==> src/rtl/sdg_pkg.sv <==
// Shared types and constants for the step/direction generator.
`timescale 1ns / 1ps
package sdg_pkg;

  typedef enum logic [2:0] {
    CMD_TICK      = 3'd0,
    CMD_ENGAGE    = 3'd1,
    CMD_DISENGAGE = 3'd2,
    CMD_MOVE      = 3'd3,
    CMD_RUN       = 3'd4,
    CMD_STOP      = 3'd5,
    CMD_ZERO      = 3'd6,
    CMD_ABORT     = 3'd7
  } cmd_t;

  typedef enum logic [1:0] {
    REG_STEP_PERIOD   = 2'd0,
    REG_STEPS_PER_REV = 2'd1,
    REG_PULSE_WIDTH   = 2'd2
  } reg_idx_t;

  localparam int CMD_W    = 3;
  localparam int DEG_W    = 24;
  localparam int PERIOD_W = 32;
  localparam int SPR_W    = 16;
  localparam int PW_W     = 16;
  localparam int POS_W    = 32;
  localparam int CFG_IDX_W  = 2;
  localparam int CFG_DATA_W = 32;

  // Largest step count: (2^24-1) * 65535 / 92160 stays under 2^24.
  localparam int STEPS_W = 24;

  // 92160 = 2048 * 45: shift out 2048, then divide by 45 through a reciprocal.
  localparam int PROD_W      = DEG_W + SPR_W;
  localparam int DIV_SHIFT   = 11;
  localparam int X_W         = PROD_W - DIV_SHIFT;
  localparam int MAGIC_W     = 30;
  localparam int MAGIC_SHIFT = 35;
  localparam int PROD2_W     = X_W + MAGIC_W;
  localparam logic [MAGIC_W-1:0] DIV45_MAGIC = 30'd763549742;

  localparam logic [PERIOD_W-1:0] RST_STEP_PERIOD = 32'd1250;
  localparam logic [SPR_W-1:0]    RST_SPR         = 16'd200;
  localparam logic [PW_W-1:0]     RST_PULSE_WIDTH = 16'd10;

  typedef struct packed {
    cmd_t             cmd;
    logic [DEG_W-1:0] degrees_q8;
    logic             forward;
  } in_word_t;

  typedef struct packed {
    cmd_t               cmd;
    logic               forward;
    logic [STEPS_W-1:0] steps;
  } mv_word_t;

  typedef struct packed {
    logic [PERIOD_W-1:0] step_period;
    logic [SPR_W-1:0]    steps_per_rev;
    logic [PW_W-1:0]     pulse_width;
  } cfg_regs_t;

  typedef struct packed {
    logic                    step;
    logic                    dir;
    logic                    enable_n;
    logic                    enabled;
    logic                    moving;
    logic signed [POS_W-1:0] position;
  } status_t;

endpackage

==> src/rtl/sdg_intf.sv <==
// Channel interfaces for command words, status words and register writes.
`timescale 1ns / 1ps
interface sdg_in_if;
  logic        valid;
  logic        ready;
  logic [2:0]  cmd;
  logic [23:0] degrees_q8;
  logic        forward;
  modport source (output valid, cmd, degrees_q8, forward, input ready);
  modport sink (input valid, cmd, degrees_q8, forward, output ready);
endinterface

interface sdg_out_if;
  logic               valid;
  logic               ready;
  logic               step_out;
  logic               dir_out;
  logic               enable_n_out;
  logic               is_enabled;
  logic               is_moving;
  logic signed [31:0] step_position;
  modport source (output valid, step_out, dir_out, enable_n_out, is_enabled, is_moving,
                  step_position, input ready);
  modport sink (input valid, step_out, dir_out, enable_n_out, is_enabled, is_moving,
                step_position, output ready);
endinterface

interface sdg_cfg_if;
  logic        valid;
  logic        ready;
  logic [1:0]  index;
  logic [31:0] data;
  modport source (output valid, index, data, input ready);
  modport sink (input valid, index, data, output ready);
endinterface

==> src/rtl/sdg_div_pipe.sv <==
// Three-stage front end: registers the command word and turns degrees into steps.
`timescale 1ns / 1ps
module sdg_div_pipe import sdg_pkg::*; (
  input  logic             clk,
  input  logic             rst_n,
  input  logic             in_valid,
  output logic             in_ready,
  input  in_word_t         in_word,
  input  logic [SPR_W-1:0] steps_per_rev,
  output logic             mv_valid,
  input  logic             mv_ready,
  output mv_word_t         mv_word
);

  logic             v1_r, v2_r, v3_r;
  logic             en1, en2, en3;
  cmd_t             cmd1_r, cmd2_r, cmd3_r;
  logic             fwd1_r, fwd2_r, fwd3_r;
  logic [PROD_W-1:0]  prod1_r;
  logic [X_W-1:0]   x2_r;
  logic [STEPS_W-1:0] steps3_r;
  logic [PROD_W-1:0]  prod1;
  logic [PROD2_W-1:0] prod2;

  // Each stage advances when it is empty or its successor advances.
  assign en3      = !v3_r || mv_ready;
  assign en2      = !v2_r || en3;
  assign en1      = !v1_r || en2;
  assign in_ready = en1;

  assign prod1 = {{SPR_W{1'b0}}, in_word.degrees_q8} * {{DEG_W{1'b0}}, steps_per_rev};
  assign prod2 = {{MAGIC_W{1'b0}}, x2_r} * {{X_W{1'b0}}, DIV45_MAGIC};

  always_ff @(posedge clk) begin
    if (!rst_n) begin
      v1_r <= 1'b0;
      v2_r <= 1'b0;
      v3_r <= 1'b0;
    end else begin
      if (en1) v1_r <= in_valid;
      if (en2) v2_r <= v1_r;
      if (en3) v3_r <= v2_r;
    end
  end

  // Stage one holds the word and its degree product; stage two drops the factor 2048.
  always_ff @(posedge clk) begin
    if (en1) begin
      cmd1_r  <= in_word.cmd;
      fwd1_r  <= in_word.forward;
      prod1_r <= prod1;
    end
    if (en2) begin
      cmd2_r <= cmd1_r;
      fwd2_r <= fwd1_r;
      x2_r   <= prod1_r[PROD_W-1:DIV_SHIFT];
    end
    if (en3) begin
      cmd3_r   <= cmd2_r;
      fwd3_r   <= fwd2_r;
      steps3_r <= prod2[MAGIC_SHIFT +: STEPS_W];
    end
  end

  assign mv_valid      = v3_r;
  assign mv_word.cmd   = cmd3_r;
  assign mv_word.forward = fwd3_r;
  assign mv_word.steps = steps3_r;

endmodule

==> src/rtl/sdg_motion.sv <==
// Motion state: pin levels, step timing, position count and the result register.
`timescale 1ns / 1ps
module sdg_motion import sdg_pkg::*; (
  input  logic      clk,
  input  logic      rst_n,
  input  logic      mv_valid,
  output logic      mv_ready,
  input  mv_word_t  mv_word,
  input  cfg_regs_t cfg,
  output logic      out_valid,
  input  logic      out_ready,
  output status_t   status
);

  logic                    out_valid_r, out_valid_nxt;
  logic                    enabled_r, enabled_nxt;
  logic                    enable_n_r, enable_n_nxt;
  logic                    dir_r, dir_nxt;
  logic                    step_r, step_nxt;
  logic                    moving_r, moving_nxt;
  logic                    stop_pend_r, stop_pend_nxt;
  logic                    run_forever_r, run_forever_nxt;
  logic [STEPS_W-1:0]      steps_rem_r, steps_rem_nxt;
  logic [PERIOD_W-1:0]     timer_r, timer_nxt;
  logic                    high_phase_r, high_phase_nxt;
  logic signed [POS_W-1:0] position_r, position_nxt;

  logic                    take;
  logic                    seq_done;
  logic [PERIOD_W-1:0]     low_len;
  logic signed [POS_W-1:0] pos_fin;
  logic [STEPS_W-1:0]      rem_fin;
  logic                    end_fin;

  assign mv_ready = !out_valid_r || out_ready;
  assign take     = mv_valid && mv_ready;

  // A sequence ends before a new step when stopped or when no steps remain.
  assign seq_done = stop_pend_r || (!run_forever_r && steps_rem_r == '0);

  assign low_len = (cfg.step_period > {{(PERIOD_W-PW_W){1'b0}}, cfg.pulse_width}) ?
                   cfg.step_period - {{(PERIOD_W-PW_W){1'b0}}, cfg.pulse_width} : '0;

  // Values left by the end of a step.
  assign pos_fin = dir_r ? position_r + POS_W'(1) : position_r - POS_W'(1);
  assign rem_fin = (!run_forever_r && steps_rem_r != '0) ? steps_rem_r - STEPS_W'(1)
                                                           : steps_rem_r;
  assign end_fin = stop_pend_r || (!run_forever_r && rem_fin == '0);

  always_comb begin
    enabled_nxt     = enabled_r;
    enable_n_nxt    = enable_n_r;
    dir_nxt         = dir_r;
    step_nxt        = step_r;
    moving_nxt      = moving_r;
    stop_pend_nxt   = stop_pend_r;
    run_forever_nxt = run_forever_r;
    steps_rem_nxt   = steps_rem_r;
    timer_nxt       = timer_r;
    high_phase_nxt  = high_phase_r;
    position_nxt    = position_r;
    unique case (mv_word.cmd)
      CMD_TICK: begin
        if (moving_r) begin
          if (high_phase_r) begin
            if (timer_r != '0) begin
              timer_nxt = timer_r - PERIOD_W'(1);
            end else begin
              step_nxt       = 1'b0;
              high_phase_nxt = 1'b0;
              if (low_len <= PERIOD_W'(1)) begin
                timer_nxt     = '0;
                position_nxt  = pos_fin;
                steps_rem_nxt = rem_fin;
                if (end_fin) begin
                  moving_nxt      = 1'b0;
                  run_forever_nxt = 1'b0;
                  stop_pend_nxt   = 1'b0;
                end
              end else begin
                timer_nxt = low_len - PERIOD_W'(1);
              end
            end
          end else if (timer_r != '0) begin
            timer_nxt = timer_r - PERIOD_W'(1);
            if (timer_r == PERIOD_W'(1)) begin
              position_nxt  = pos_fin;
              steps_rem_nxt = rem_fin;
              if (end_fin) begin
                moving_nxt      = 1'b0;
                run_forever_nxt = 1'b0;
                stop_pend_nxt   = 1'b0;
              end
            end
          end else if (seq_done) begin
            moving_nxt      = 1'b0;
            run_forever_nxt = 1'b0;
            stop_pend_nxt   = 1'b0;
          end else begin
            step_nxt       = 1'b1;
            high_phase_nxt = 1'b1;
            timer_nxt      = (cfg.pulse_width != '0) ?
                             {{(PERIOD_W-PW_W){1'b0}}, cfg.pulse_width - PW_W'(1)} : '0;
          end
        end
      end
      CMD_ENGAGE: begin
        enable_n_nxt = 1'b0;
        enabled_nxt  = 1'b1;
      end
      CMD_DISENGAGE: begin
        enable_n_nxt = 1'b1;
        enabled_nxt  = 1'b0;
      end
      CMD_MOVE: begin
        if (enabled_r && !moving_r) begin
          stop_pend_nxt   = 1'b0;
          dir_nxt         = mv_word.forward;
          run_forever_nxt = 1'b0;
          steps_rem_nxt   = mv_word.steps;
          timer_nxt       = '0;
          high_phase_nxt  = 1'b0;
          moving_nxt      = (mv_word.steps != '0);
        end
      end
      CMD_RUN: begin
        if (enabled_r && !moving_r) begin
          stop_pend_nxt   = 1'b0;
          dir_nxt         = mv_word.forward;
          run_forever_nxt = 1'b1;
          steps_rem_nxt   = '0;
          timer_nxt       = '0;
          high_phase_nxt  = 1'b0;
          moving_nxt      = 1'b1;
        end
      end
      CMD_STOP: begin
        if (moving_r) stop_pend_nxt = 1'b1;
      end
      CMD_ZERO: begin
        position_nxt = '0;
      end
      CMD_ABORT: begin
        // Drop every pin and all motion; the logical enable flag stays.
        enable_n_nxt    = 1'b1;
        step_nxt        = 1'b0;
        dir_nxt         = 1'b0;
        moving_nxt      = 1'b0;
        stop_pend_nxt   = 1'b0;
        run_forever_nxt = 1'b0;
        steps_rem_nxt   = '0;
        timer_nxt       = '0;
        high_phase_nxt  = 1'b0;
      end
      default: begin
        moving_nxt = moving_r;
      end
    endcase
  end

  always_comb begin
    if (take) begin
      out_valid_nxt = 1'b1;
    end else if (out_ready) begin
      out_valid_nxt = 1'b0;
    end else begin
      out_valid_nxt = out_valid_r;
    end
  end

  always_ff @(posedge clk) begin
    if (!rst_n) begin
      out_valid_r   <= 1'b0;
      enabled_r     <= 1'b0;
      enable_n_r    <= 1'b1;
      dir_r         <= 1'b0;
      step_r        <= 1'b0;
      moving_r      <= 1'b0;
      stop_pend_r   <= 1'b0;
      run_forever_r <= 1'b0;
      steps_rem_r   <= '0;
      timer_r       <= '0;
      high_phase_r  <= 1'b0;
      position_r    <= '0;
    end else begin
      out_valid_r <= out_valid_nxt;
      if (take) begin
        enabled_r     <= enabled_nxt;
        enable_n_r    <= enable_n_nxt;
        dir_r         <= dir_nxt;
        step_r        <= step_nxt;
        moving_r      <= moving_nxt;
        stop_pend_r   <= stop_pend_nxt;
        run_forever_r <= run_forever_nxt;
        steps_rem_r   <= steps_rem_nxt;
        timer_r       <= timer_nxt;
        high_phase_r  <= high_phase_nxt;
        position_r    <= position_nxt;
      end
    end
  end

  // The state after the last word is the result word; it holds while stalled.
  assign out_valid       = out_valid_r;
  assign status.step     = step_r;
  assign status.dir      = dir_r;
  assign status.enable_n = enable_n_r;
  assign status.enabled  = enabled_r;
  assign status.moving   = moving_r;
  assign status.position = position_r;

endmodule

==> src/rtl/stepper_step_dir_generator_core.sv <==
// Top level of the step/direction pulse generator.
`timescale 1ns / 1ps
// Usage:
//   in_ch  : command words (cmd, degrees_q8, forward). A tick word advances
//            step timing by one microsecond; the other codes are commands.
//   out_ch : one status word per command word, in order: pin levels, flags
//            and the signed position after that word.
//   cfg_ch : register writes (index, data), always ready. Write only while
//            the block is idle.
// Timing: a taken word passes the product, shifted product and quotient stages
//   and then the motion state register, which holds its status word.
//   One word per cycle is taken while out_ch is ready; the degree-to-step product feeds a
//   reciprocal multiply by 1/45, each in its own stage.
// Reset: step and dir low, enable_n high (driver disabled), position zero,
//   registers at their defaults. No clearing pass is needed.
// Stall: when out_ch is not ready the result register holds and the stages
//   in front fill up; in_ch stays ready until every stage holds a word.
module stepper_step_dir_generator_core import sdg_pkg::*; (
  input  logic clk,
  input  logic rst_n,
  sdg_in_if.sink     in_ch,
  sdg_out_if.source  out_ch,
  sdg_cfg_if.sink    cfg_ch
);

  cfg_regs_t cfg_r;
  in_word_t  in_word;
  mv_word_t  mv_word;
  logic      mv_valid;
  logic      mv_ready;
  status_t   status;

  assign cfg_ch.ready = 1'b1;

  always_ff @(posedge clk) begin
    if (!rst_n) begin
      cfg_r.step_period   <= RST_STEP_PERIOD;
      cfg_r.steps_per_rev <= RST_SPR;
      cfg_r.pulse_width   <= RST_PULSE_WIDTH;
    end else if (cfg_ch.valid) begin
      unique case (cfg_ch.index)
        REG_STEP_PERIOD:   cfg_r.step_period   <= cfg_ch.data;
        REG_STEPS_PER_REV: cfg_r.steps_per_rev <= cfg_ch.data[SPR_W-1:0];
        REG_PULSE_WIDTH:   cfg_r.pulse_width   <= cfg_ch.data[PW_W-1:0];
        default:           cfg_r               <= cfg_r;
      endcase
    end
  end

  assign in_word.cmd        = cmd_t'(in_ch.cmd);
  assign in_word.degrees_q8 = in_ch.degrees_q8;
  assign in_word.forward    = in_ch.forward;

  sdg_div_pipe u_div (
    .clk           (clk),
    .rst_n         (rst_n),
    .in_valid      (in_ch.valid),
    .in_ready      (in_ch.ready),
    .in_word       (in_word),
    .steps_per_rev (cfg_r.steps_per_rev),
    .mv_valid      (mv_valid),
    .mv_ready      (mv_ready),
    .mv_word       (mv_word)
  );

  sdg_motion u_motion (
    .clk       (clk),
    .rst_n     (rst_n),
    .mv_valid  (mv_valid),
    .mv_ready  (mv_ready),
    .mv_word   (mv_word),
    .cfg       (cfg_r),
    .out_valid (out_ch.valid),
    .out_ready (out_ch.ready),
    .status    (status)
  );

  assign out_ch.step_out      = status.step;
  assign out_ch.dir_out       = status.dir;
  assign out_ch.enable_n_out  = status.enable_n;
  assign out_ch.is_enabled    = status.enabled;
  assign out_ch.is_moving     = status.moving;
  assign out_ch.step_position = status.position;

endmodule

==> src/flat_wrapper.sv <==
// flat-port wrapper written by rule: the top's interface ports become plain ports
module stepper_step_dir_generator_core_flat import sdg_pkg::*;
  (clk, rst_n, in_ch_valid, in_ch_cmd, in_ch_degrees_q8, in_ch_forward, in_ch_ready, out_ch_valid, out_ch_step_out, out_ch_dir_out, out_ch_enable_n_out, out_ch_is_enabled, out_ch_is_moving, out_ch_step_position, out_ch_ready, cfg_ch_valid, cfg_ch_index, cfg_ch_data, cfg_ch_ready);
  sdg_in_if in_ch_i ();
  sdg_out_if out_ch_i ();
  sdg_cfg_if cfg_ch_i ();
  input  logic clk;
  input  logic rst_n;
  input wire logic [$bits(in_ch_i.valid)-1:0] in_ch_valid;
  input wire logic [$bits(in_ch_i.cmd)-1:0] in_ch_cmd;
  input wire logic [$bits(in_ch_i.degrees_q8)-1:0] in_ch_degrees_q8;
  input wire logic [$bits(in_ch_i.forward)-1:0] in_ch_forward;
  output wire logic [$bits(in_ch_i.ready)-1:0] in_ch_ready;
  output wire logic [$bits(out_ch_i.valid)-1:0] out_ch_valid;
  output wire logic [$bits(out_ch_i.step_out)-1:0] out_ch_step_out;
  output wire logic [$bits(out_ch_i.dir_out)-1:0] out_ch_dir_out;
  output wire logic [$bits(out_ch_i.enable_n_out)-1:0] out_ch_enable_n_out;
  output wire logic [$bits(out_ch_i.is_enabled)-1:0] out_ch_is_enabled;
  output wire logic [$bits(out_ch_i.is_moving)-1:0] out_ch_is_moving;
  output wire logic [$bits(out_ch_i.step_position)-1:0] out_ch_step_position;
  input wire logic [$bits(out_ch_i.ready)-1:0] out_ch_ready;
  input wire logic [$bits(cfg_ch_i.valid)-1:0] cfg_ch_valid;
  input wire logic [$bits(cfg_ch_i.index)-1:0] cfg_ch_index;
  input wire logic [$bits(cfg_ch_i.data)-1:0] cfg_ch_data;
  output wire logic [$bits(cfg_ch_i.ready)-1:0] cfg_ch_ready;
  assign in_ch_i.valid = in_ch_valid;
  assign in_ch_i.cmd = in_ch_cmd;
  assign in_ch_i.degrees_q8 = in_ch_degrees_q8;
  assign in_ch_i.forward = in_ch_forward;
  assign in_ch_ready = in_ch_i.ready;
  assign out_ch_valid = out_ch_i.valid;
  assign out_ch_step_out = out_ch_i.step_out;
  assign out_ch_dir_out = out_ch_i.dir_out;
  assign out_ch_enable_n_out = out_ch_i.enable_n_out;
  assign out_ch_is_enabled = out_ch_i.is_enabled;
  assign out_ch_is_moving = out_ch_i.is_moving;
  assign out_ch_step_position = out_ch_i.step_position;
  assign out_ch_i.ready = out_ch_ready;
  assign cfg_ch_i.valid = cfg_ch_valid;
  assign cfg_ch_i.index = cfg_ch_index;
  assign cfg_ch_i.data = cfg_ch_data;
  assign cfg_ch_ready = cfg_ch_i.ready;
  stepper_step_dir_generator_core u_core (.clk(clk), .rst_n(rst_n), .in_ch(in_ch_i), .out_ch(out_ch_i), .cfg_ch(cfg_ch_i));
endmodule
==> config.mk <==
export PLATFORM = sky130hd
export DESIGN_NAME = stepper_step_dir_generator_core_flat
export DESIGN_NICKNAME = d
export VERILOG_FILES = /design/src/rtl/sdg_pkg.sv /design/src/rtl/sdg_intf.sv /design/src/rtl/sdg_div_pipe.sv /design/src/rtl/sdg_motion.sv /design/src/rtl/stepper_step_dir_generator_core.sv /design/src/flat_wrapper.sv
export SDC_FILE = /design/constraint.sdc
export NUM_CORES = 2
export LEC_CHECK = 0
export BUFFER_PORTS_ARGS = -buffer_cell sky130_fd_sc_hd__buf_4
export CAP_MARGIN = 20
export CORE_MARGIN = 2
export CORE_UTILIZATION = 58
export DETAILED_ROUTE_END_ITERATION = 6
export GPL_TIMING_DRIVEN = 0
export PLACE_DENSITY = 0.8
export SYNTH_ARGS = -nofsm -noshare
export SYNTH_HDL_FRONTEND = slang
export SYNTH_SLANG_ARGS = --single-unit
==> constraint.sdc <==
create_clock -name clk -period 10.9 [get_ports clk]
set_input_delay 0.545 -clock clk [delete_from_list [all_inputs] [get_ports clk]]
set_output_delay 0.545 -clock clk [all_outputs]
set_load 0.01 [all_outputs]
==> key figures <==
Floorplan
  – Core Area: 68300 um2
  – Die Wd: 266 um
  – Starting Density: 58.4%
  – Die span in y: 266 um
  – Rows: 96
  – Die ar.: 71000 um2
  – IO Count: 107

Synthesis
  – Synth unique cells: 82
  – Seq/Total Area, Yosys: 15.3%
  – Post-synth net total: 5650
  – Post-Syn Area: 39900 um2
  – Post-Synthesis Cells: 4505
  – Synth area leaders: fa_1, ha_1, inv_1
  – Ys async rst share: 0%
  – Most numerous cell in the Yosys netlist: inv_1
  – Number of synthesized register bits: 258
  – EDFF count, synth: 94
  – Syn_area_per_cell: 8.87 um2
  – Most instantiated cells after synthesis: inv_1, fa_1, nand2_1
  – Ys Warns: 0
  – Area leader, netlist: fa_1
  – Synth top area share: 29.8%
  – Ys flop type: dfxtp_1

Setup path
  – WP data required: 11.22 ns
  – Crit path DAT: 8.94 ns
  – Crit end category: register
  – CP max FO: 5
  – Startpoint Class: register
  – WS Path Type: register to register

STA
  – Fin Setup TNS: 0 ns
  – Worst-Margin Slew: 0.995 ns
  – RSZ-0062 raised after global routing: no
  – Max Freq: 0.116 GHz
  – Setup Viol. Count Final: 0
  – Min cycle time layout: 8.62 ns
  – Fin. max-slew vios: 0
  – Final count of hold timing violations: 0
  – Rel. slew slack: 33.1%
  – Fin crit share: 79.1%
  – Skew final: 0.0270 ns

Clocking
  – Post_cts resized: 0
  – Post-CTS Hold Buffers: 0
  – Clock Tree Buf Depth: 3
  – Clk sinks: 258
  – Setup bufs post-CTS: 0
  – Clk_lat worst skew: 0.59 ns
  – Root Buffer: clkbuf_16
  – CTS tree: built
  – TritonCTS buffer count: 29
  – H-Tree Depth: 1
  – Clk slew on worst S/H paths: 0.06 ns

Global routing
  – Vias in the first global route: 32.5k
  – First-pass GRT wire length: 172000 um
  – Largest net degree at the start of global routing: 32
  – Total track usage: 30.6%
  – Antenna violations before repair: 1
  – GR Overflow Total: 0

Placed design
  – GPL Wtd Cong: 0.980
  – Port-buffer cells: 105
  – Dpl hpwl: 88500 um
  – Placed Cells: 5495

Route
  – Post-route ant nets: 0
  – Drt first pass iters: 6
  – DR WL/cell: 19.3 um
  – Iter 0 DRT Violations: 2565
  – Number of vias per cell: 5.85
  – Final wirelength: 107000 um
  – Total number of vias: 32.4k
  – DRC viols: 0

Run status
  – Outcome: finished, final reports clean

Cells and area
  – Non-filler cells, final: 5547
  – Util after Layout: 62.7%
  – P&R area growth vs syn: 7.34%
  – Ant diodes: 0
  – Filler cell count: 5623
  – Final net count: 5790
  – Share of cells above drive strength 1: 4.35%

Worst hold path
  – Worst min path class: primary input to register

Flow run
  – Max Cap Violations: 0
[worst max-delay path, stage by stage, from the launching register on]
cell and delay, ns:
edfxtp_1 0.57, ha_1 0.51, fa_1 0.54, inv_1 0.05, fa_1 0.47, inv_1 0.05
fa_1 0.48, fa_1 0.66, fa_1 0.47, fa_1 0.49, inv_1 0.05, fa_1 0.47
inv_1 0.04, ha_1 0.31, and2_1 0.19, nand4_1 0.19, nor3b_1 0.10, nor4_1 0.82
a31oi_1 0.43, a221o_1 0.46, a31oi_1 0.34, a21oi_1 0.18, a21o_1 0.23, a21oi_1 0.18
xnor2_1 0.09
[state kept, by name, summed over array words and instances, names as in the netlist, 3 cells and up]
register / flops
u_core.cfg_r: 64
u_core.u_div.cmd1_r: 3
u_core.u_div.cmd2_r: 3
u_core.u_div.cmd3_r: 3
u_core.u_div.prod1_r: 29
u_core.u_div.steps3_r: 24
u_core.u_div.x2_r: 29
u_core.u_motion.position_r: 32
u_core.u_motion.steps_rem_r: 24
u_core.u_motion.timer_r: 32
[kinds of logic (layout without fill, tap and decap cells)]
kind of cell	after synthesis	after routing	synth area share, %
buf+inv	1062	1222	10.0
flops	258	258	15.3
simple gates	1265	1265	15.3
fa+ha+maj	1078	1078	44.9
compound gates	698	698	11.3
other cells	1	1	0.00939
mux	6	6	0.154
xor+xnor	137	137	3.00
[final timing paths]
check             slack, ns  cells past startpoint                   endpoint                     start
setup / recovery       2.28                     24  u_core.u_div.steps3_r[23]     u_core.u_div.x2_r[15]
hold reg to reg        0.41                      0       u_core.u_div.x2_r[4]  u_core.u_div.prod1_r[15]
setup reg to reg       2.28                     24  u_core.u_div.steps3_r[23]     u_core.u_div.x2_r[15]
hold / removal         0.14                      1     u_core.u_div.cmd1_r[0]              in_ch_cmd[0]
[cells in the final DEF, fill, tap and decap left out, types with 21 or more instances in the layout]
cell       synthesis  routed
nand3_1           98      98
a31oi_1           22      22
o21a_1            27      27
or3_1             22      22
a211oi_1          22      22
fa_1             594     594
clkbuf_16          0      29
xor2_1            60      60
o31ai_1           40      40
nor2_1           131     131
edfxtp_1          94      94
ha_1             484     484
nand4_1           26      26
and2_1           146     146
clkbuf_1         135     139
a21o_1            65      65
a21boi_0          26      26
nand2b_1          23      23
nand2_1          567     567
xnor2_1           77      77
and3_1            26      26
buf_4              1     106
dfxtp_1          164     164
a21oi_1          204     204
nor4_1            37      36
o211ai_1          21      21
nor3_1            71      71
o21ai_0          137     137
nor2b_1           37      37
inv_1            909     909
[layout make-up]
type	count	area, um2	area share (%)
well taps	882	1100	2.57
clock inverters	13	121	0.283
flip-flops and latches	258	6110	14.2
multi-input cells	3185	29800	69.6
plain buffers	151	581	1.35
inverters	911	3420	7.98
clock buffers	38	801	1.87
repair buffers	109	898	2.10
[metrics by stage]
stage,hold WS [ns],worst slack (ns),cell area [um2]
6_report,0.142,2.28,42900
5_1_grt,0.128,1.92,42900
4_1_cts,0.124,2.32,42800
3_5_place_dp,0.405,2.33,41900
3_3_place_gp,0.401,2.47,41800
2_1_floorplan,0.400,3.89,39900
[per-layer routing]
metal	GRT usage, %	vias to the layer above	share of wire [%]
li1	-	14900	-
met3	5.88	263	9.3
met5	0	-	0
met4	9.63	0	3.5
met1	42.5	15800	42
met2	48.7	1456	45
Power is left out: the tool's default activity adds up to more than one toggle a clock period on the data nets, which glitch-free logic cannot reach.
